`src/hw/rtl/utf8d_pkg.sv`:
```
// ----------------------------------------------------------------------------
// utf8d_pkg
// Shared types and constants for the UTF-8 decoder with replacement.
// ----------------------------------------------------------------------------
package utf8d_pkg;

    localparam int unsigned BYTE_W = 8;
    localparam int unsigned CP_W   = 21;
    localparam int unsigned BUF_D  = 4;   // held bytes plus the new byte
    localparam int unsigned IDX_W  = 3;   // holds 0..BUF_D
    localparam int unsigned CNT_W  = 2;   // held count 0..3

    localparam logic [CP_W-1:0] CP_REPLACEMENT = 21'h00FFFD;
    localparam logic [CP_W-1:0] CP_MIN_2       = 21'h000080;
    localparam logic [CP_W-1:0] CP_MIN_3       = 21'h000800;
    localparam logic [CP_W-1:0] CP_MIN_4       = 21'h010000;
    localparam logic [CP_W-1:0] CP_MAX         = 21'h10FFFF;
    localparam logic [CP_W-1:0] CP_SURR_LO     = 21'h00D800;
    localparam logic [CP_W-1:0] CP_SURR_HI     = 21'h00DFFF;

    localparam logic [BYTE_W-1:0] MASK_LEAD2 = 8'hE0;
    localparam logic [BYTE_W-1:0] CODE_LEAD2 = 8'hC0;
    localparam logic [BYTE_W-1:0] MASK_LEAD3 = 8'hF0;
    localparam logic [BYTE_W-1:0] CODE_LEAD3 = 8'hE0;
    localparam logic [BYTE_W-1:0] MASK_LEAD4 = 8'hF8;
    localparam logic [BYTE_W-1:0] CODE_LEAD4 = 8'hF0;
    localparam logic [BYTE_W-1:0] MASK_CONT  = 8'hC0;
    localparam logic [BYTE_W-1:0] CODE_CONT  = 8'h80;

    // Sequencer states, one-hot
    typedef enum logic [1:0] {
        ST_IDLE = 2'b01,
        ST_SCAN = 2'b10
    } t_state;

    // Outcome of decoding the form that starts at the scan position
    typedef struct packed {
        logic             incomplete; // form cut short and text not ended
        logic [CP_W-1:0]  cp;         // result to give when not incomplete
        logic [IDX_W-1:0] adv;        // bytes consumed
    } t_form;

endpackage

```
`src/hw/rtl/utf8d_if.sv`:
```
// ----------------------------------------------------------------------------
// utf8d_if
// Valid/ready channels for raw text bytes and decoded code points.
// ----------------------------------------------------------------------------
interface utf8d_in_if;
    logic       valid;
    logic       ready;
    logic [7:0] input_byte;
    logic       end_of_text;

    modport source (output valid, output input_byte, output end_of_text, input ready);
    modport sink   (input valid, input input_byte, input end_of_text, output ready);
endinterface

interface utf8d_out_if;
    logic        valid;
    logic        ready;
    logic [20:0] code_point;
    logic        last_of_run;

    modport source (output valid, output code_point, output last_of_run, input ready);
    modport sink   (input valid, input code_point, input last_of_run, output ready);
endinterface

```
`src/hw/rtl/utf8_decoder_with_replacement.sv`:
```
// Flow: a byte is taken while idle, then the scan steps through the held bytes form
//   by form and then closes, each step stalled while the output beat waits.
// A new byte is taken only after the scan for the last byte has closed; the pace is
//   set by the single form decoder that the sequencer steps along the held bytes.
// Reset: synchronous, active low; clears the held count, state and valid flags.
// ----------------------------------------------------------------------------
// utf8_decoder_with_replacement
// UTF-8 to code point decoder; bad or cut forms give U+FFFD.
// ----------------------------------------------------------------------------
module utf8_decoder_with_replacement (
    input  logic        i_clk,
    input  logic        i_rst_n,
    utf8d_in_if.sink    i_in,
    utf8d_out_if.source o_out
);
    import utf8d_pkg::*;

    t_state                  r_state, n_state;
    logic [BUF_D-1:0][7:0]   r_buf, n_buf;
    logic [CNT_W-1:0]        r_cnt, n_cnt;
    logic [IDX_W-1:0]        r_n, n_n;
    logic [IDX_W-1:0]        r_i, n_i;
    logic                    r_eot, n_eot;
    logic                    r_pend_v, n_pend_v;
    logic [CP_W-1:0]         r_pend_cp, n_pend_cp;
    logic                    r_out_v, n_out_v;
    logic [CP_W-1:0]         r_out_cp, n_out_cp;
    logic                    r_out_last, n_out_last;

    logic [3:0][7:0]         window;
    logic [IDX_W-1:0]        avail;
    t_form                   form;
    logic                    out_free;
    logic                    done;
    logic                    go;

    // gather the bytes from the scan position on
    always_comb begin
        logic [IDX_W-1:0] idx;
        for (int k = 0; k < BUF_D; k++) begin
            idx       = r_i + IDX_W'(k);
            window[k] = (idx < IDX_W'(BUF_D)) ? r_buf[idx[1:0]] : 8'h00;
        end
    end

    assign avail = r_n - r_i;

    utf8d_form_unit u_form (
        .i_window (window),
        .i_avail  (avail),
        .i_eot    (r_eot),
        .o_form   (form)
    );

    assign out_free = !r_out_v || o_out.ready;
    assign done     = (r_i >= r_n) || form.incomplete;
    assign go       = !r_pend_v || out_free;

    // sequencer: accept a byte, then walk the forms one per cycle unless the output stalls
    always_comb begin
        n_state    = r_state;
        n_buf      = r_buf;
        n_cnt      = r_cnt;
        n_n        = r_n;
        n_i        = r_i;
        n_eot      = r_eot;
        n_pend_v   = r_pend_v;
        n_pend_cp  = r_pend_cp;
        n_out_v    = r_out_v && !o_out.ready;
        n_out_cp   = r_out_cp;
        n_out_last = r_out_last;
        case (r_state)
            ST_IDLE: begin
                if (i_in.valid) begin
                    n_buf[r_cnt] = i_in.input_byte;
                    n_n          = {1'b0, r_cnt} + 3'd1;
                    n_i          = '0;
                    n_eot        = i_in.end_of_text;
                    n_state      = ST_SCAN;
                end
            end
            ST_SCAN: begin
                if (go) begin
                    // push the held result; it is last only when the scan ends
                    if (r_pend_v) begin
                        n_out_v    = 1'b1;
                        n_out_cp   = r_pend_cp;
                        n_out_last = done;
                    end
                    if (done) begin
                        n_pend_v = 1'b0;
                        for (int k = 0; k < BUF_D - 1; k++) begin
                            n_buf[k] = window[k];
                        end
                        n_cnt   = (r_eot || (r_i >= r_n)) ? '0 : avail[CNT_W-1:0];
                        n_state = ST_IDLE;
                    end else begin
                        n_pend_v  = 1'b1;
                        n_pend_cp = form.cp;
                        n_i       = r_i + form.adv;
                    end
                end
            end
            default: begin
                n_state = ST_IDLE;
            end
        endcase
    end

    // control registers
    always_ff @(posedge i_clk) begin
        if (!i_rst_n) begin
            r_state  <= ST_IDLE;
            r_cnt    <= '0;
            r_pend_v <= 1'b0;
            r_out_v  <= 1'b0;
        end else begin
            r_state  <= n_state;
            r_cnt    <= n_cnt;
            r_pend_v <= n_pend_v;
            r_out_v  <= n_out_v;
        end
    end

    // payload registers
    always_ff @(posedge i_clk) begin
        r_buf      <= n_buf;
        r_n        <= n_n;
        r_i        <= n_i;
        r_eot      <= n_eot;
        r_pend_cp  <= n_pend_cp;
        r_out_cp   <= n_out_cp;
        r_out_last <= n_out_last;
    end

    assign i_in.ready        = (r_state == ST_IDLE);
    assign o_out.valid       = r_out_v;
    assign o_out.code_point  = r_out_cp;
    assign o_out.last_of_run = r_out_last;

endmodule

```
`src/hw/rtl/utf8d_form_unit.sv`:
```
// ----------------------------------------------------------------------------
// utf8d_form_unit
// Decodes one UTF-8 form from a byte window; reused once per scan step.
// ----------------------------------------------------------------------------
module utf8d_form_unit (
    input  logic [3:0][7:0]      i_window, // window[0] is the scan position
    input  logic [2:0]           i_avail,  // bytes available from the scan position
    input  logic                 i_eot,
    output utf8d_pkg::t_form     o_form
);
    import utf8d_pkg::*;

    logic [BYTE_W-1:0] b0;
    logic              lead2, lead3, lead4;
    logic [IDX_W-1:0]  len;
    logic              cont1, cont2, cont3;
    logic              cont_ok;
    logic [CP_W-1:0]   cp2, cp3, cp4, cp;
    logic              overlong, surrogate, too_big;

    assign b0    = i_window[0];
    assign lead2 = (b0 & MASK_LEAD2) == CODE_LEAD2;
    assign lead3 = (b0 & MASK_LEAD3) == CODE_LEAD3;
    assign lead4 = (b0 & MASK_LEAD4) == CODE_LEAD4;
    assign len   = lead2 ? 3'd2 : (lead3 ? 3'd3 : 3'd4);

    assign cont1 = (i_window[1] & MASK_CONT) == CODE_CONT;
    assign cont2 = (i_window[2] & MASK_CONT) == CODE_CONT;
    assign cont3 = (i_window[3] & MASK_CONT) == CODE_CONT;

    // assemble the payload bits of each form length
    assign cp2 = {10'd0, b0[4:0], i_window[1][5:0]};
    assign cp3 = {5'd0, b0[3:0], i_window[1][5:0], i_window[2][5:0]};
    assign cp4 = {b0[2:0], i_window[1][5:0], i_window[2][5:0], i_window[3][5:0]};

    always_comb begin
        cont_ok  = 1'b0;
        cp       = cp4;
        overlong = 1'b0;
        too_big  = 1'b0;
        if (lead2) begin
            cont_ok  = cont1;
            cp       = cp2;
            overlong = cp2 < CP_MIN_2;
        end else if (lead3) begin
            cont_ok  = cont1 && cont2;
            cp       = cp3;
            overlong = cp3 < CP_MIN_3;
        end else begin
            cont_ok  = cont1 && cont2 && cont3;
            cp       = cp4;
            overlong = cp4 < CP_MIN_4;
            too_big  = cp4 > CP_MAX;
        end
    end

    assign surrogate = (cp >= CP_SURR_LO) && (cp <= CP_SURR_HI);

    // pick the outcome for this position
    always_comb begin
        o_form.incomplete = 1'b0;
        o_form.cp         = CP_REPLACEMENT;
        o_form.adv        = 3'd1;
        if (!b0[7]) begin
            o_form.cp = {13'd0, b0};
        end else if (!(lead2 || lead3 || lead4)) begin
            o_form.cp = CP_REPLACEMENT;
        end else if (len > i_avail) begin
            // cut short: wait for more bytes, or give U+FFFD for the rest at end of text
            o_form.incomplete = !i_eot;
            o_form.adv        = i_avail;
        end else if (!cont_ok || overlong || surrogate || too_big) begin
            o_form.cp = CP_REPLACEMENT;
        end else begin
            o_form.cp  = cp;
            o_form.adv = len;
        end
    end

endmodule

```
`src/flat_wrapper.sv`:
```
// flat-port wrapper written by rule: the top's interface ports become plain ports
module utf8_decoder_with_replacement_flat import utf8d_pkg::*;
  (i_clk, i_rst_n, i_in_valid, i_in_input_byte, i_in_end_of_text, i_in_ready, o_out_valid, o_out_code_point, o_out_last_of_run, o_out_ready);
  utf8d_in_if i_in_i ();
  utf8d_out_if o_out_i ();
  input  logic i_clk;
  input  logic i_rst_n;
  input wire logic [$bits(i_in_i.valid)-1:0] i_in_valid;
  input wire logic [$bits(i_in_i.input_byte)-1:0] i_in_input_byte;
  input wire logic [$bits(i_in_i.end_of_text)-1:0] i_in_end_of_text;
  output wire logic [$bits(i_in_i.ready)-1:0] i_in_ready;
  output wire logic [$bits(o_out_i.valid)-1:0] o_out_valid;
  output wire logic [$bits(o_out_i.code_point)-1:0] o_out_code_point;
  output wire logic [$bits(o_out_i.last_of_run)-1:0] o_out_last_of_run;
  input wire logic [$bits(o_out_i.ready)-1:0] o_out_ready;
  assign i_in_i.valid = i_in_valid;
  assign i_in_i.input_byte = i_in_input_byte;
  assign i_in_i.end_of_text = i_in_end_of_text;
  assign i_in_ready = i_in_i.ready;
  assign o_out_valid = o_out_i.valid;
  assign o_out_code_point = o_out_i.code_point;
  assign o_out_last_of_run = o_out_i.last_of_run;
  assign o_out_i.ready = o_out_ready;
  utf8_decoder_with_replacement u_core (.i_clk(i_clk), .i_rst_n(i_rst_n), .i_in(i_in_i), .o_out(o_out_i));
endmodule
```
`config.mk`:
```
export PLATFORM = sky130hd
export DESIGN_NAME = utf8_decoder_with_replacement_flat
export DESIGN_NICKNAME = d
export VERILOG_FILES = /design/src/hw/rtl/utf8d_pkg.sv /design/src/hw/rtl/utf8d_if.sv /design/src/hw/rtl/utf8_decoder_with_replacement.sv /design/src/hw/rtl/utf8d_form_unit.sv /design/src/flat_wrapper.sv
export SDC_FILE = /design/constraint.sdc
export NUM_CORES = 1
export LEC_CHECK = 0
export BUFFER_PORTS_ARGS = -buffer_cell sky130_fd_sc_hd__buf_2
export CORE_MARGIN = 2
export CORE_UTILIZATION = 40
export CTS_BUF_LIST = sky130_fd_sc_hd__clkbuf_4 sky130_fd_sc_hd__clkbuf_8 sky130_fd_sc_hd__clkbuf_16
export DETAILED_ROUTE_END_ITERATION = 12
export HOLD_SLACK_MARGIN = 0.02
export PLACE_DENSITY = 0.69
export RECOVER_POWER = 25
export SYNTH_ARGS = -nofsm -noshare
export SYNTH_HDL_FRONTEND = slang
export SYNTH_SLANG_ARGS = --single-unit
```
`constraint.sdc`:
```
create_clock -name i_clk -period 14.9 [get_ports i_clk]
set_input_delay 2.98 -clock i_clk [delete_from_list [all_inputs] [get_ports i_clk]]
set_output_delay 2.98 -clock i_clk [all_outputs]
set_load 0.03 [all_outputs]
```
==> results of run 1 <==
-- cell usage in the layout (no fill, tap or decap), types with 3 or more instances in the layout --
cell | netlist | final
xnor2_1 | 3 | 3
o22a_1 | 7 | 7
o21a_1 | 5 | 5
o22ai_1 | 9 | 9
nor2_1 | 23 | 21
nand2_1 | 35 | 35
mux2i_1 | 20 | 20
and2_1 | 9 | 9
inv_1 | 19 | 19
a21oi_2 | 7 | 7
clkbuf_1 | 18 | 8
buf_2 | 5 | 28
a32oi_1 | 3 | 3
nor2b_1 | 10 | 10
clkbuf_16 | 0 | 9
dfxtp_1 | 6 | 6
edfxtp_1 | 82 | 82
nor3_1 | 9 | 9
a22oi_2 | 3 | 3
or2_2 | 3 | 3
o21ai_0 | 33 | 33
a31oi_1 | 5 | 5
ha_1 | 13 | 13
mux4_2 | 24 | 24
nand3_1 | 29 | 29
nand2b_1 | 8 | 8
xor2_1 | 3 | 3
nor4_1 | 7 | 7
a21oi_1 | 18 | 18
a22oi_1 | 5 | 5
-- final timing paths --
check / start / to / slack, ps / depth (start not counted)
setup reg to reg: u_core.r_i[0]$_SDFFCE_PN0P_ / u_core.r_i[2]$_SDFFCE_PN0P_ / 8390 / 16
setup / recovery: u_core.r_i[0]$_SDFFCE_PN0P_ / u_core.r_i[2]$_SDFFCE_PN0P_ / 8390 / 16
hold reg to reg: u_core.r_pend_cp[0]$_DFFE_PP_ / u_core.o_out.code_point[0]$_DFFE_PP_ / 420 / 0
hold / removal: u_core.r_pend_cp[0]$_DFFE_PP_ / u_core.o_out.code_point[0]$_DFFE_PP_ / 420 / 0
-- synth_stat cells, types with 2 or more instances --
library cell / number / area, um2
nand3_1: 29 / 145
a22oi_1: 5 / 37.5
o21a_1: 5 / 37.5
fa_1: 2 / 40.0
clkbuf_1: 18 / 67.6
mux2i_1: 20 / 200
o21bai_1: 2 / 15.0
inv_1: 19 / 71.3
nand2b_1: 8 / 50.1
edfxtp_1: 82 / 2460
nor3_1: 9 / 45.0
mux4_2: 24 / 541
nor4b_1: 2 / 17.5
nor2b_1: 10 / 62.6
buf_1: 4 / 15.0
a21oi_2: 7 / 61.3
ha_1: 13 / 163
or2_2: 3 / 18.8
mux2_2: 2 / 22.5
and2_1: 9 / 56.3
o32ai_1: 2 / 17.5
buf_2: 5 / 25.0
nand2_1: 35 / 131
xor2_1: 3 / 26.3
nor2_1: 23 / 86.3
a31oi_1: 5 / 31.3
o22ai_1: 9 / 56.3
a22oi_2: 3 / 37.5
o21ai_0: 33 / 165
nor4_1: 7 / 43.8
xnor2_1: 3 / 26.3
nand4_1: 2 / 12.5
a32oi_1: 3 / 26.3
dfxtp_1: 6 / 120
a21oi_1: 18 / 90.1
o22a_1: 7 / 61.3
-- stage by stage --
step | hold slack, ps | instances
after detailed placement | 405 | 639
after global placement | 404 | 639
final | 417 | 655
after global routing | 423 | 655
after CTS | 419 | 655
after floorplan | 400 | 459
-- state kept, by name (all words and copies together), names as in the netlist --
register / count
u_core.o_out.code_point: 21
u_core.o_out.last_of_run: 1
u_core.o_out.valid: 1
u_core.r_buf: 32
u_core.r_cnt: 2
u_core.r_eot: 1
u_core.r_i: 3
u_core.r_n: 3
u_core.r_pend_cp: 21
u_core.r_pend_v: 1
u_core.r_state: 2
-- area by class of cell --
class                           instances  area, um2
Multi-Input combinational cell        320       2500
Fill cell                            1167       6930
Inverter                               21       81.3
Timing Repair Buffer                   38        185
Sequential cell                        88       2580
Tap cell                              172        215
Clock buffer                           10        233
Clock inverter                          6       50.0
-- metal layers --
metal	track usage, %	vias up
li1	-	1797
met4	5.28	0
met5	0	-
met1	24.8	1801
met2	26.7	177
met3	3.93	10
-- cells by family after synthesis --
family,share of synthesized area [%]
and+or+nand+nor,14.0
AOI/OAI and AO/OA,13.5
DFF,48.9
buffers and inverters,4.03
muxes,14.7
adders and majority gates,3.84
xor gates and xnor gates,0.995
-- power by group --
| group | switching (uW) | internal (uW) | total, uW | leakage (uW) |
|---|---|---|---|---|
| Sequential | 6.70 | 275 | 281 | 0.000800 |
| Clock | 96.6 | 117 | 214 | 0.000139 |
| Combinational | 59.9 | 40.3 | 100 | 0.00107 |
| Total | 163 | 432 | 595 | 0.00201 |
==> impl_metrics.xml, run 1 <==
<?xml version="1.0" encoding="UTF-8"?>
<metrics>
  <group name="hold_path">
    <metric name="hold_path.class" unit="">flip-flop to flip-flop</metric>
  </group>
  <group name="synth">
    <metric name="ys_seq_area_share" unit="%">48.9</metric>
    <metric name="yosys.cell_types.count" unit="">58</metric>
    <metric name="synth_area" unit="mm2">0.00528</metric>
    <metric name="async_flop_share" unit="%">0</metric>
    <metric name="dominantRegCellSynth" unit="">edfxtp_1</metric>
    <metric name="yosysWarningCount" unit="">0</metric>
    <metric name="post_synth.cell_area_avg" unit="um2">11.5</metric>
    <metric name="synth_edf_count" unit="">82</metric>
    <metric name="synth.ff_latch_count" unit="">88</metric>
    <metric name="mappedNetlistNets" unit="">487</metric>
    <metric name="synthCells" unit="">459</metric>
  </group>
  <group name="route">
    <metric name="met2_length" unit="mm">5.53</metric>
    <metric name="wl_cell" unit="um">18.2</metric>
    <metric name="wl_met3" unit="um">995</metric>
    <metric name="detail_route.first_pass.iterations" unit="">5</metric>
    <metric name="vias" unit="">3785</metric>
    <metric name="routedLengthMet1" unit="mm">5.26</metric>
    <metric name="postRouteAntennaNets" unit="">0</metric>
    <metric name="dr.first_iter.drc_count" unit="">464</metric>
    <metric name="remaining_drc_errors" unit="">0</metric>
    <metric name="via_per_inst" unit="">5.78</metric>
    <metric name="route.top_layer_used" unit="">met4</metric>
    <metric name="final_wirelength" unit="mm">11.9</metric>
  </group>
  <group name="timing">
    <metric name="slew_headroom" unit="%">24.9</metric>
    <metric name="worst-slew-pin-transition" unit="ps">1120</metric>
    <metric name="timing.fmax" unit="MHz">154</metric>
    <metric name="final.min_clock_period" unit="ps">6510</metric>
    <metric name="fin_ws" unit="ps">8390</metric>
    <metric name="finClkSkew" unit="ps">15.1</metric>
    <metric name="timing.final.max_slew_violations" unit="">0</metric>
    <metric name="totalNegativeSetupSlack" unit="ps">0</metric>
    <metric name="finalSetupViolCount" unit="">0</metric>
    <metric name="rsz0062_at_grt" unit="">false</metric>
    <metric name="layout_worst_path_cycle_share" unit="%">43.7</metric>
    <metric name="count_of_final_hold_check_violations" unit="">0</metric>
  </group>
  <group name="placement">
    <metric name="portBuffers" unit="">36</metric>
    <metric name="dpl_cell_area" unit="mm2">0.00557</metric>
    <metric name="gpl.final_weighted_congestion" unit="">0.940</metric>
    <metric name="dp_worst_setup_slack" unit="ps">8470</metric>
    <metric name="dp.final_hpwl" unit="mm">8.69</metric>
  </group>
  <group name="worst_setup_path">
    <metric name="worst_ep_arrival_time" unit="ps">6660</metric>
    <metric name="worst_path_largest_cell_delay" unit="ps">850</metric>
    <metric name="worstSetupPathType" unit="">flip-flop to flip-flop</metric>
    <metric name="critical_path_source_type" unit="">flip-flop</metric>
    <metric name="worstPathMaxFanout" unit="">34</metric>
    <metric name="critPathTopFamily" unit="">simple AND/OR/NAND/NOR gates</metric>
    <metric name="worst_path_most_repeated_cell" unit="">a32oi_1</metric>
    <metric name="critical_path.cell_chain" unit="">buf_4 &gt; mux4_2 &gt; and2_1 &gt; nor3_1 &gt; ha_1 &gt; nor2b_1 &gt; o21ai_0 &gt; a32oi_1 &gt; nor2_1 &gt; nand4_1 &gt; nor3b_4 &gt; a32oi_1 &gt; fa_1 &gt; xor2_1 &gt; a21oi_1 &gt; a311oi_1</metric>
    <metric name="cp.required" unit="ps">15050</metric>
    <metric name="cp_num_buf_inv" unit="">1</metric>
    <metric name="setup.worst_path.end_class" unit="">flip-flop</metric>
    <metric name="slowest_stage" unit="">nor3_1</metric>
  </group>
  <group name="clocking">
    <metric name="post_cts_resized" unit="">0</metric>
    <metric name="clock_path_buffers" unit="">2</metric>
    <metric name="tritoncts" unit="">built</metric>
    <metric name="clock_sinks" unit="">88</metric>
    <metric name="cts-htree-levels" unit="">3</metric>
    <metric name="cts.reportedPaths.clkPinSlew" unit="ps">60</metric>
    <metric name="worstSkewPairLatency" unit="ps">350</metric>
    <metric name="cts_setup_buffers" unit="">0</metric>
    <metric name="hold_buffers" unit="">0</metric>
    <metric name="cts-buffers-inserted" unit="">9</metric>
    <metric name="cts-root-buf" unit="">clkbuf_16</metric>
  </group>
  <group name="power_and_ir_drop">
    <metric name="power.leakage" unit="uW">0.00201</metric>
    <metric name="power_density" unit="mW/mm2">102</metric>
    <metric name="fin_total_pwr" unit="uW">595</metric>
    <metric name="power.ir.vdd_worst" unit="uV">61.3</metric>
  </group>
  <group name="global_routing">
    <metric name="first_global_vias" unit="">3494</metric>
    <metric name="track_usage" unit="%">17.5</metric>
    <metric name="grt_first_pass_wirelength" unit="mm">19.2</metric>
    <metric name="pin_count_of_the_biggest_net_entering_global_routing" unit="">49</metric>
    <metric name="overflow" unit="">0</metric>
    <metric name="initial_antenna_violation_count" unit="">0</metric>
  </group>
  <group name="die">
    <metric name="die_width" unit="um">119</metric>
    <metric name="die_h" unit="um">119</metric>
    <metric name="core-area" unit="mm2">0.0128</metric>
    <metric name="fp-row-count" unit="">41</metric>
    <metric name="start_util" unit="%">41.3</metric>
    <metric name="die_area" unit="mm2">0.0141</metric>
    <metric name="num_io_pins" unit="">37</metric>
  </group>
  <group name="final_layout">
    <metric name="final_layout_size_suffix_gt1_share" unit="%">19.5</metric>
    <metric name="layout.cell_area.non_filler" unit="mm2">0.00584</metric>
    <metric name="final_core_util" unit="%">45.7</metric>
    <metric name="synthToLayoutAreaGrowth" unit="%">10.6</metric>
    <metric name="nets" unit="">506</metric>
    <metric name="antenna_cells_inserted" unit="">0</metric>
  </group>
  <group name="run_status">
    <metric name="run_status" unit="">complete, no violations</metric>
  </group>
  <group name="run">
    <metric name="max_cap_viol_count" unit="">0</metric>
  </group>
</metrics>
(Power assumes the default switching activity.)
==> run 2: changes to the inputs <==
- ABC_AREA: unset -> 1
- PLACE_DENSITY: 0.69 -> 0.71
- clock period: 14.9 -> 5.5 ns (I/O delays scaled with it)
==> impl_metrics.xml, run 2 <==
<?xml version="1.0" encoding="UTF-8"?>
<metrics>
  <group name="run_status">
    <metric name="run_status" unit="">finished with violations</metric>
    <metric name="violations_in_the_final_reports" unit="">max-capacitance violations, max-slew violations</metric>
  </group>
  <group name="worst_setup_path">
    <metric name="worstSetupPathType" unit="">flip-flop to flip-flop</metric>
    <metric name="worst_path_most_repeated_cell" unit="">nor2_1</metric>
    <metric name="setup.worst_path.end_class" unit="">flip-flop</metric>
    <metric name="worstPathMaxFanout" unit="">16</metric>
    <metric name="rrSetupSlack" unit="ps">1200</metric>
    <metric name="worst_path_largest_cell_delay" unit="ps">550</metric>
    <metric name="slowest_stage" unit="">edfxtp_1</metric>
    <metric name="critical_path.cell_chain" unit="">nor2_4 &gt; nand3_1 &gt; nand2_2 &gt; nand2_2 &gt; inv_2 &gt; o21ai_4 &gt; ha_1 &gt; nand2_1 &gt; or2_2 &gt; a32oi_1 &gt; inv_1 &gt; nor2_1 &gt; a21oi_1 &gt; nor2_1 &gt; nor2_1 &gt; nor2_1</metric>
    <metric name="cp.required" unit="ps">5480</metric>
    <metric name="r2r_end" unit="">u_core.r_buf[7]$_DFFE_PP_</metric>
    <metric name="critical_path_source_type" unit="">flip-flop</metric>
    <metric name="reg2reg_depth" unit="">16</metric>
    <metric name="r2r_start" unit="">u_core.r_i[2]$_SDFFCE_PN0P_</metric>
    <metric name="worst_ep_arrival_time" unit="ps">4280</metric>
  </group>
  <group name="route">
    <metric name="detail_route.first_pass.iterations" unit="">6</metric>
    <metric name="via_per_inst" unit="">5.49</metric>
    <metric name="remaining_drc_errors" unit="">0</metric>
    <metric name="wl_cell" unit="um">16.8</metric>
    <metric name="vias" unit="">4306</metric>
    <metric name="final_wirelength" unit="mm">13.2</metric>
    <metric name="postRouteAntennaNets" unit="">0</metric>
    <metric name="dr.first_iter.drc_count" unit="">398</metric>
  </group>
  <group name="timing">
    <metric name="fin_ws" unit="ps">1200</metric>
    <metric name="layout_worst_path_cycle_share" unit="%">78.1</metric>
    <metric name="count_of_final_hold_check_violations" unit="">0</metric>
    <metric name="timing.final.max_slew_violations" unit="">47</metric>
    <metric name="worst-slew-pin-transition" unit="ps">1690</metric>
    <metric name="finalSetupViolCount" unit="">0</metric>
    <metric name="final.min_clock_period" unit="ps">4300</metric>
    <metric name="rsz0062_at_grt" unit="">false</metric>
    <metric name="slew_headroom" unit="%">-12.4</metric>
    <metric name="totalNegativeSetupSlack" unit="ps">0</metric>
    <metric name="timing.fmax" unit="MHz">233</metric>
    <metric name="finClkSkew" unit="ps">10.7</metric>
  </group>
  <group name="final_layout">
    <metric name="nets" unit="">635</metric>
    <metric name="layout_common_cells" unit="">nand2_1, edfxtp_1, inv_1</metric>
    <metric name="mostFrequentLayoutCell" unit="">nand2_1</metric>
    <metric name="max_flop_register" unit="">u_core.r_buf</metric>
    <metric name="synthToLayoutAreaGrowth" unit="%">10.5</metric>
    <metric name="largest_register_ffs" unit="">32</metric>
    <metric name="final_layout_size_suffix_gt1_share" unit="%">13.2</metric>
    <metric name="antenna_cells_inserted" unit="">0</metric>
  </group>
  <group name="synth">
    <metric name="synth_top_family_by_area" unit="">simple AND/OR/NAND/NOR gates</metric>
    <metric name="yosys.cell_types.count" unit="">42</metric>
    <metric name="post_synth.cell_area_avg" unit="um2">8.76</metric>
    <metric name="ys_top_cells_by_count" unit="">nand2_1, edfxtp_1, inv_1</metric>
    <metric name="synthCells" unit="">582</metric>
    <metric name="dominantRegCellSynth" unit="">edfxtp_1</metric>
    <metric name="ys_seq_area_share" unit="%">50.7</metric>
    <metric name="synthMuxAreaShare" unit="%">0</metric>
    <metric name="share_of_the_synthesized_area_in_compound_gates_ao_oa_aoi_oai" unit="%">12.1</metric>
    <metric name="synth.ff_latch_count" unit="">88</metric>
    <metric name="synth_simple_gate_area_share" unit="%">24.1</metric>
    <metric name="yosys.area_share.xor_xnor" unit="%">0.663</metric>
    <metric name="synth_area_leaders" unit="">edfxtp_1, nand2_1, nand3_1</metric>
    <metric name="synth_area" unit="mm2">0.00510</metric>
    <metric name="yosysWarningCount" unit="">0</metric>
    <metric name="synth_edf_count" unit="">82</metric>
    <metric name="synthDominantAreaCellType" unit="">edfxtp_1</metric>
    <metric name="mappedNetlistNets" unit="">610</metric>
    <metric name="synth_most_common_cell" unit="">nand2_1</metric>
    <metric name="async_flop_share" unit="%">0</metric>
    <metric name="yosys.area.top_type_share" unit="%">48.3</metric>
    <metric name="synth-adder-area-share" unit="%">3.98</metric>
  </group>
  <group name="clocking">
    <metric name="worstSkewPairLatency" unit="ps">360</metric>
    <metric name="cts-htree-levels" unit="">3</metric>
    <metric name="cts_setup_buffers" unit="">0</metric>
    <metric name="hold_buffers" unit="">0</metric>
    <metric name="clock_sinks" unit="">88</metric>
    <metric name="tritoncts" unit="">built</metric>
    <metric name="cts-root-buf" unit="">clkbuf_16</metric>
    <metric name="cts.reportedPaths.clkPinSlew" unit="ps">70</metric>
    <metric name="post_cts_resized" unit="">0</metric>
    <metric name="cts-buffers-inserted" unit="">9</metric>
    <metric name="clock_path_buffers" unit="">2</metric>
  </group>
  <group name="placement">
    <metric name="dp.final_hpwl" unit="mm">9.75</metric>
    <metric name="dp_worst_setup_slack" unit="ps">1260</metric>
    <metric name="portBuffers" unit="">36</metric>
    <metric name="gpl.final_weighted_congestion" unit="">0.991</metric>
  </group>
  <group name="power_and_ir_drop">
    <metric name="pint" unit="uW">1140</metric>
    <metric name="power.leakage" unit="uW">0.00233</metric>
    <metric name="power.ir.vdd_worst" unit="uV">164</metric>
    <metric name="power_density" unit="mW/mm2">285</metric>
    <metric name="power.share.sequential" unit="%">46.7</metric>
    <metric name="switching_share" unit="%">29.3</metric>
    <metric name="power.combinational.fraction" unit="%">16.8</metric>
    <metric name="clkPwrFrac" unit="%">36.5</metric>
    <metric name="netSwitchingPower" unit="uW">470</metric>
  </group>
  <group name="die">
    <metric name="die_width" unit="um">117</metric>
    <metric name="num_io_pins" unit="">37</metric>
    <metric name="die_area" unit="mm2">0.0137</metric>
    <metric name="die_h" unit="um">117</metric>
    <metric name="core-area" unit="mm2">0.0125</metric>
    <metric name="start_util" unit="%">40.7</metric>
    <metric name="fp-row-count" unit="">41</metric>
  </group>
  <group name="hold_path">
    <metric name="depth_of_the_worst_hold_timing_path" unit="">0</metric>
    <metric name="hold_path_end" unit="">u_core.o_out.code_point[17]$_DFFE_PP_</metric>
    <metric name="hold_path.class" unit="">flip-flop to flip-flop</metric>
    <metric name="worstHoldStart" unit="">u_core.r_pend_cp[17]$_SDFFCE_PP0P_</metric>
  </group>
  <group name="global_routing">
    <metric name="overflow" unit="">0</metric>
    <metric name="initial_antenna_violation_count" unit="">0</metric>
    <metric name="first_global_vias" unit="">4035</metric>
    <metric name="pin_count_of_the_biggest_net_entering_global_routing" unit="">47</metric>
    <metric name="grt_first_pass_wirelength" unit="mm">20.5</metric>
    <metric name="track_usage" unit="%">20.3</metric>
  </group>
  <group name="run">
    <metric name="max_cap_viol_count" unit="">1</metric>
  </group>
</metrics>
## run 2: changes by cell type after synthesis, sizes merged, moves of 7 or more
cell / change
a22oi: -8
and2: -9
clkbuf: -10
inv: +53
mux2i: -20
mux4: -24
nand2: +114
nand2b: -8
nand3: +39
nor2: +17
nor2b: -10
nor4: -7
o21ai: +22
o22a: -7
## run 2: area by class of cell
| class | count | area [um2] |
|---|---|---|
| Fill cell | 1248 | 6890 |
| Sequential cell | 88 | 2580 |
| Multi-Input combinational cell | 395 | 2080 |
| Inverter | 74 | 278 |
| Clock buffer | 10 | 233 |
| Tap cell | 172 | 215 |
| Timing Repair Buffer | 39 | 189 |
| Clock inverter | 6 | 48.8 |
## run 2: worst max path at each step
stage                                      startpoint                             to  slack [ps]  cells past startpoint
after global placement    u_core.r_i[2]$_SDFFCE_PN0P_     u_core.r_buf[11]$_DFFE_PP_        1400                     16
after floorplan           u_core.r_i[0]$_SDFFCE_PN0P_  u_core.r_pend_cp[0]$_DFFE_PP_        1850                     16
after global routing      u_core.r_i[0]$_SDFFCE_PN0P_    u_core.r_i[1]$_SDFFCE_PN0P_         820                     19
final                     u_core.r_i[2]$_SDFFCE_PN0P_      u_core.r_buf[7]$_DFFE_PP_        1200                     16
after CTS                 u_core.r_i[2]$_SDFFCE_PN0P_     u_core.r_buf[14]$_DFFE_PP_        1240                     16
after detailed placement  u_core.r_i[2]$_SDFFCE_PN0P_     u_core.r_buf[13]$_DFFE_PP_        1260                     16
## run 2: worst max-delay path: cells and delay by family (launching register included)
kind	cells	cell delay, ps
and+or+nand+nor	10	2180
DFF	1	550
AOI/OAI and AO/OA	3	530
buffers and inverters	2	340
adders and majority gates	1	310
## run 2: metrics by stage
| stage | instance area (um2) | power, uW | instances | utilization, % | hold slack (ps) |
|---|---|---|---|---|---|
| 2_1_floorplan | 5100 | 958 | 582 | - | 400 |
| 3_3_place_gp | 5360 | 1020 | 768 | 42.8 | 401 |
| 3_5_place_dp | 5360 | 1030 | 768 | 42.8 | 405 |
| 4_1_cts | 5640 | 1610 | 784 | 45.1 | 417 |
| 5_1_grt | 5630 | 1660 | 784 | 45.0 | 425 |
| 6_report | 5630 | 1610 | 784 | 45.0 | 415 |
## run 2: power by group through the flow
| stage | clock network [uW] | logic, uW | registers [uW] |
|---|---|---|---|
| 2_1_floorplan | 0 | 195 | 763 |
| 3_3_place_gp | 0 | 255 | 765 |
| 3_5_place_dp | 0 | 260 | 765 |
| 4_1_cts | 594 | 262 | 750 |
| 5_1_grt | 616 | 297 | 751 |
| 6_report | 585 | 270 | 750 |
## run 2: logic make-up after synthesis
family | count (synthesis)
simple gates | 273
fa+ha+maj | 15
xor+xnor | 3
compound gates | 104
buf+inv | 99
flops | 88
## run 2: metal layers
| layer | vias up | track usage, % | part of all wire (%) |
|---|---|---|---|
| met4 | 0 | 11.6 | 4.3 |
| met5 | - | 0 | 0 |
| li1 | 2035 | - | - |
| met1 | 1991 | 25.5 | 41 |
| met3 | 51 | 4.53 | 9.5 |
| met2 | 229 | 32.5 | 46 |
==> run 3: changes to the inputs <==
- PLACE_DENSITY: 0.71 -> 0.69
- clock period: 5.5 -> 4.1 ns (I/O delays scaled with it)
==> impl_metrics.xml, run 3 (synthesis results as in run 2) <==
<?xml version="1.0" encoding="UTF-8"?>
<metrics>
  <group name="route">
    <metric name="via_per_inst" unit="">5.29</metric>
    <metric name="postRouteAntennaNets" unit="">0</metric>
    <metric name="dr.first_iter.drc_count" unit="">320</metric>
    <metric name="detail_route.first_pass.iterations" unit="">5</metric>
    <metric name="wl_cell" unit="um">16.0</metric>
    <metric name="remaining_drc_errors" unit="">0</metric>
    <metric name="final_wirelength" unit="mm">12.8</metric>
    <metric name="vias" unit="">4219</metric>
  </group>
  <group name="placement">
    <metric name="dp.final_hpwl" unit="mm">9.56</metric>
    <metric name="portBuffers" unit="">36</metric>
    <metric name="gpl.final_weighted_congestion" unit="">0.957</metric>
    <metric name="dpl_cell_area" unit="mm2">0.00544</metric>
    <metric name="dp_worst_setup_slack" unit="ps">242</metric>
    <metric name="dp_cells" unit="">778</metric>
  </group>
  <group name="global_routing">
    <metric name="overflow" unit="">0</metric>
    <metric name="grt_first_pass_wirelength" unit="mm">20.4</metric>
    <metric name="use_met2" unit="%">31.9</metric>
    <metric name="global_route.usage.met3" unit="%">3.81</metric>
    <metric name="gr-usage-met1" unit="%">24.8</metric>
    <metric name="pin_count_of_the_biggest_net_entering_global_routing" unit="">47</metric>
    <metric name="initial_antenna_violation_count" unit="">0</metric>
    <metric name="track_usage" unit="%">20.0</metric>
    <metric name="grt_busiest_layer" unit="">met2</metric>
    <metric name="first_global_vias" unit="">4081</metric>
  </group>
  <group name="die">
    <metric name="die_area" unit="mm2">0.0137</metric>
    <metric name="fp-row-count" unit="">41</metric>
    <metric name="die_width" unit="um">117</metric>
    <metric name="die_h" unit="um">117</metric>
    <metric name="num_io_pins" unit="">37</metric>
    <metric name="core-area" unit="mm2">0.0125</metric>
    <metric name="start_util" unit="%">40.7</metric>
  </group>
  <group name="worst_setup_path">
    <metric name="critical_path_source_type" unit="">flip-flop</metric>
    <metric name="rrSetupSlack" unit="ps">320</metric>
    <metric name="worstSetupPathType" unit="">flip-flop to flip-flop</metric>
    <metric name="reg2reg_depth" unit="">18</metric>
    <metric name="worst_ep_arrival_time" unit="ps">3870</metric>
    <metric name="cp.required" unit="ps">4200</metric>
    <metric name="r2r_end" unit="">u_core.r_i[1]$_SDFFCE_PN0P_</metric>
    <metric name="timing.critical_path.from" unit="">u_core.r_i[0]$_SDFFCE_PN0P_</metric>
    <metric name="r2r_start" unit="">u_core.r_i[0]$_SDFFCE_PN0P_</metric>
    <metric name="worstPathMaxFanout" unit="">39</metric>
    <metric name="setup.worst_path.end_class" unit="">flip-flop</metric>
  </group>
  <group name="final_layout">
    <metric name="synthToLayoutAreaGrowth" unit="%">13.2</metric>
    <metric name="fin_cells" unit="">798</metric>
    <metric name="nets" unit="">649</metric>
    <metric name="layout_common_cells" unit="">nand2_1, edfxtp_1, inv_1</metric>
    <metric name="antenna_cells_inserted" unit="">0</metric>
    <metric name="mostFrequentLayoutCell" unit="">nand2_1</metric>
    <metric name="layout.cell_area.non_filler" unit="mm2">0.00577</metric>
    <metric name="largest_register_ffs" unit="">32</metric>
    <metric name="max_flop_register" unit="">u_core.r_buf</metric>
    <metric name="final_layout_size_suffix_gt1_share" unit="%">15.0</metric>
  </group>
  <group name="timing">
    <metric name="finalSetupViolCount" unit="">0</metric>
    <metric name="timing.final.max_slew_violations" unit="">0</metric>
    <metric name="count_of_final_hold_check_violations" unit="">0</metric>
    <metric name="final.min_clock_period" unit="ps">3780</metric>
    <metric name="worst-slew-pin-transition" unit="ps">1070</metric>
    <metric name="fin_ws" unit="ps">324</metric>
    <metric name="timing.fmax" unit="MHz">265</metric>
    <metric name="finClkSkew" unit="ps">10.3</metric>
    <metric name="totalNegativeSetupSlack" unit="ps">0</metric>
    <metric name="layout_worst_path_cycle_share" unit="%">92.1</metric>
    <metric name="rsz0062_at_grt" unit="">false</metric>
    <metric name="slew_headroom" unit="%">28.5</metric>
  </group>
  <group name="clocking">
    <metric name="clock_sinks" unit="">88</metric>
    <metric name="cts-root-buf" unit="">clkbuf_16</metric>
    <metric name="tritoncts" unit="">built</metric>
    <metric name="cts-buffers-inserted" unit="">9</metric>
    <metric name="cts-htree-levels" unit="">3</metric>
    <metric name="hold_buffers" unit="">0</metric>
    <metric name="clock_path_buffers" unit="">2</metric>
    <metric name="worstSkewPairLatency" unit="ps">360</metric>
    <metric name="cts.reportedPaths.clkPinSlew" unit="ps">70</metric>
  </group>
  <group name="power_and_ir_drop">
    <metric name="clkPwrFrac" unit="%">37.0</metric>
    <metric name="switching_share" unit="%">29.6</metric>
    <metric name="power.combinational.fraction" unit="%">17.1</metric>
    <metric name="netSwitchingPower" unit="uW">650</metric>
    <metric name="power.ir.vdd_worst" unit="uV">171</metric>
    <metric name="pint" unit="uW">1540</metric>
    <metric name="power_density" unit="mW/mm2">380</metric>
    <metric name="power.leakage" unit="uW">0.00240</metric>
    <metric name="fin_total_pwr" unit="uW">2190</metric>
    <metric name="power.share.sequential" unit="%">45.9</metric>
  </group>
  <group name="hold_path">
    <metric name="hold_path_end" unit="">u_core.o_out.code_point[8]$_DFFE_PP_</metric>
    <metric name="hold_path.class" unit="">flip-flop to flip-flop</metric>
    <metric name="depth_of_the_worst_hold_timing_path" unit="">0</metric>
    <metric name="worstHoldStart" unit="">u_core.r_pend_cp[8]$_SDFFCE_PP0P_</metric>
  </group>
  <group name="run">
    <metric name="max_cap_viol_count" unit="">0</metric>
  </group>
  <group name="run_status">
    <metric name="run_status" unit="">complete, no violations</metric>
  </group>
</metrics>
[run 3: cell count changes in the layout (fill, tap and decap cells not counted), moves of 2 or more]
cell / delta
inv_8: +2
buf_4: +14
clkbuf_1: +2
buf_2: -3
[run 3: critical path, stage by stage, from the launching register on]
cell      delay, ps
edfxtp_1        500
buf_8           270
nand2_1          70
nand2_1         100
nand2_1          70
nand2_2         150
inv_2           100
o21ai_4         170
inv_1            70
ha_1            280
nand2_1          60
or2_2           290
a32oi_2         250
inv_1           160
o211ai_1        210
ha_1            180
inv_1            50
fa_1            490
nor2_1           50
[run 3: power by group through the flow]
stage	logic (uW)	clock network (uW)	registers, uW
finish	374	811	1010
CTS	360	831	1010
global placement	353	0	1030
floorplan	261	0	1020
detailed placement	359	0	1030
global route	419	860	1010
[run 3: worst max path at each step]
| stage | slack [ps] | end |
|---|---|---|
| 3_3_place_gp | 350 | u_core.r_i[2]$_SDFFCE_PN0P_ |
| 3_5_place_dp | 240 | u_core.r_i[2]$_SDFFCE_PN0P_ |
| 6_report | 320 | u_core.r_i[1]$_SDFFCE_PN0P_ |
| 4_1_cts | 220 | u_core.r_i[2]$_SDFFCE_PN0P_ |
| 5_1_grt | 30 | u_core.r_buf[4]$_DFFE_PP_ |
| 2_1_floorplan | 450 | u_core.r_pend_cp[0]$_DFFE_PP_ |
[run 3: cell type report]
class                      count  area, um2
clock inverter                 7       72.6
clock buffer                   9        225
tap                          172        215
inverter                      74        283
fill                        1219       6750
timing repair buffer          53        302
multi-input combinational    395       2090
sequential                    88       2580
[run 3: repair_timing]
item,CTS,global route
resized for setup,0,6
setup endpoints to repair,0,26
setup buffers,0,4
[run 3: per-stage QoR]
| step | util [%] | hold WS, ps |
|---|---|---|
| after floorplan | - | 400 |
| after CTS | 45.8 | 420 |
| after global routing | 46.1 | 423 |
| after global placement | 43.4 | 401 |
| final | 46.1 | 418 |
| after detailed placement | 43.4 | 405 |
[run 3: layer usage]
layer | routed length [um] | up-vias
li1 | - | 2061
met1 | 5480 | 1943
met2 | 5920 | 175
met3 | 796 | 40
met4 | 612 | 0
met5 | 0 | -
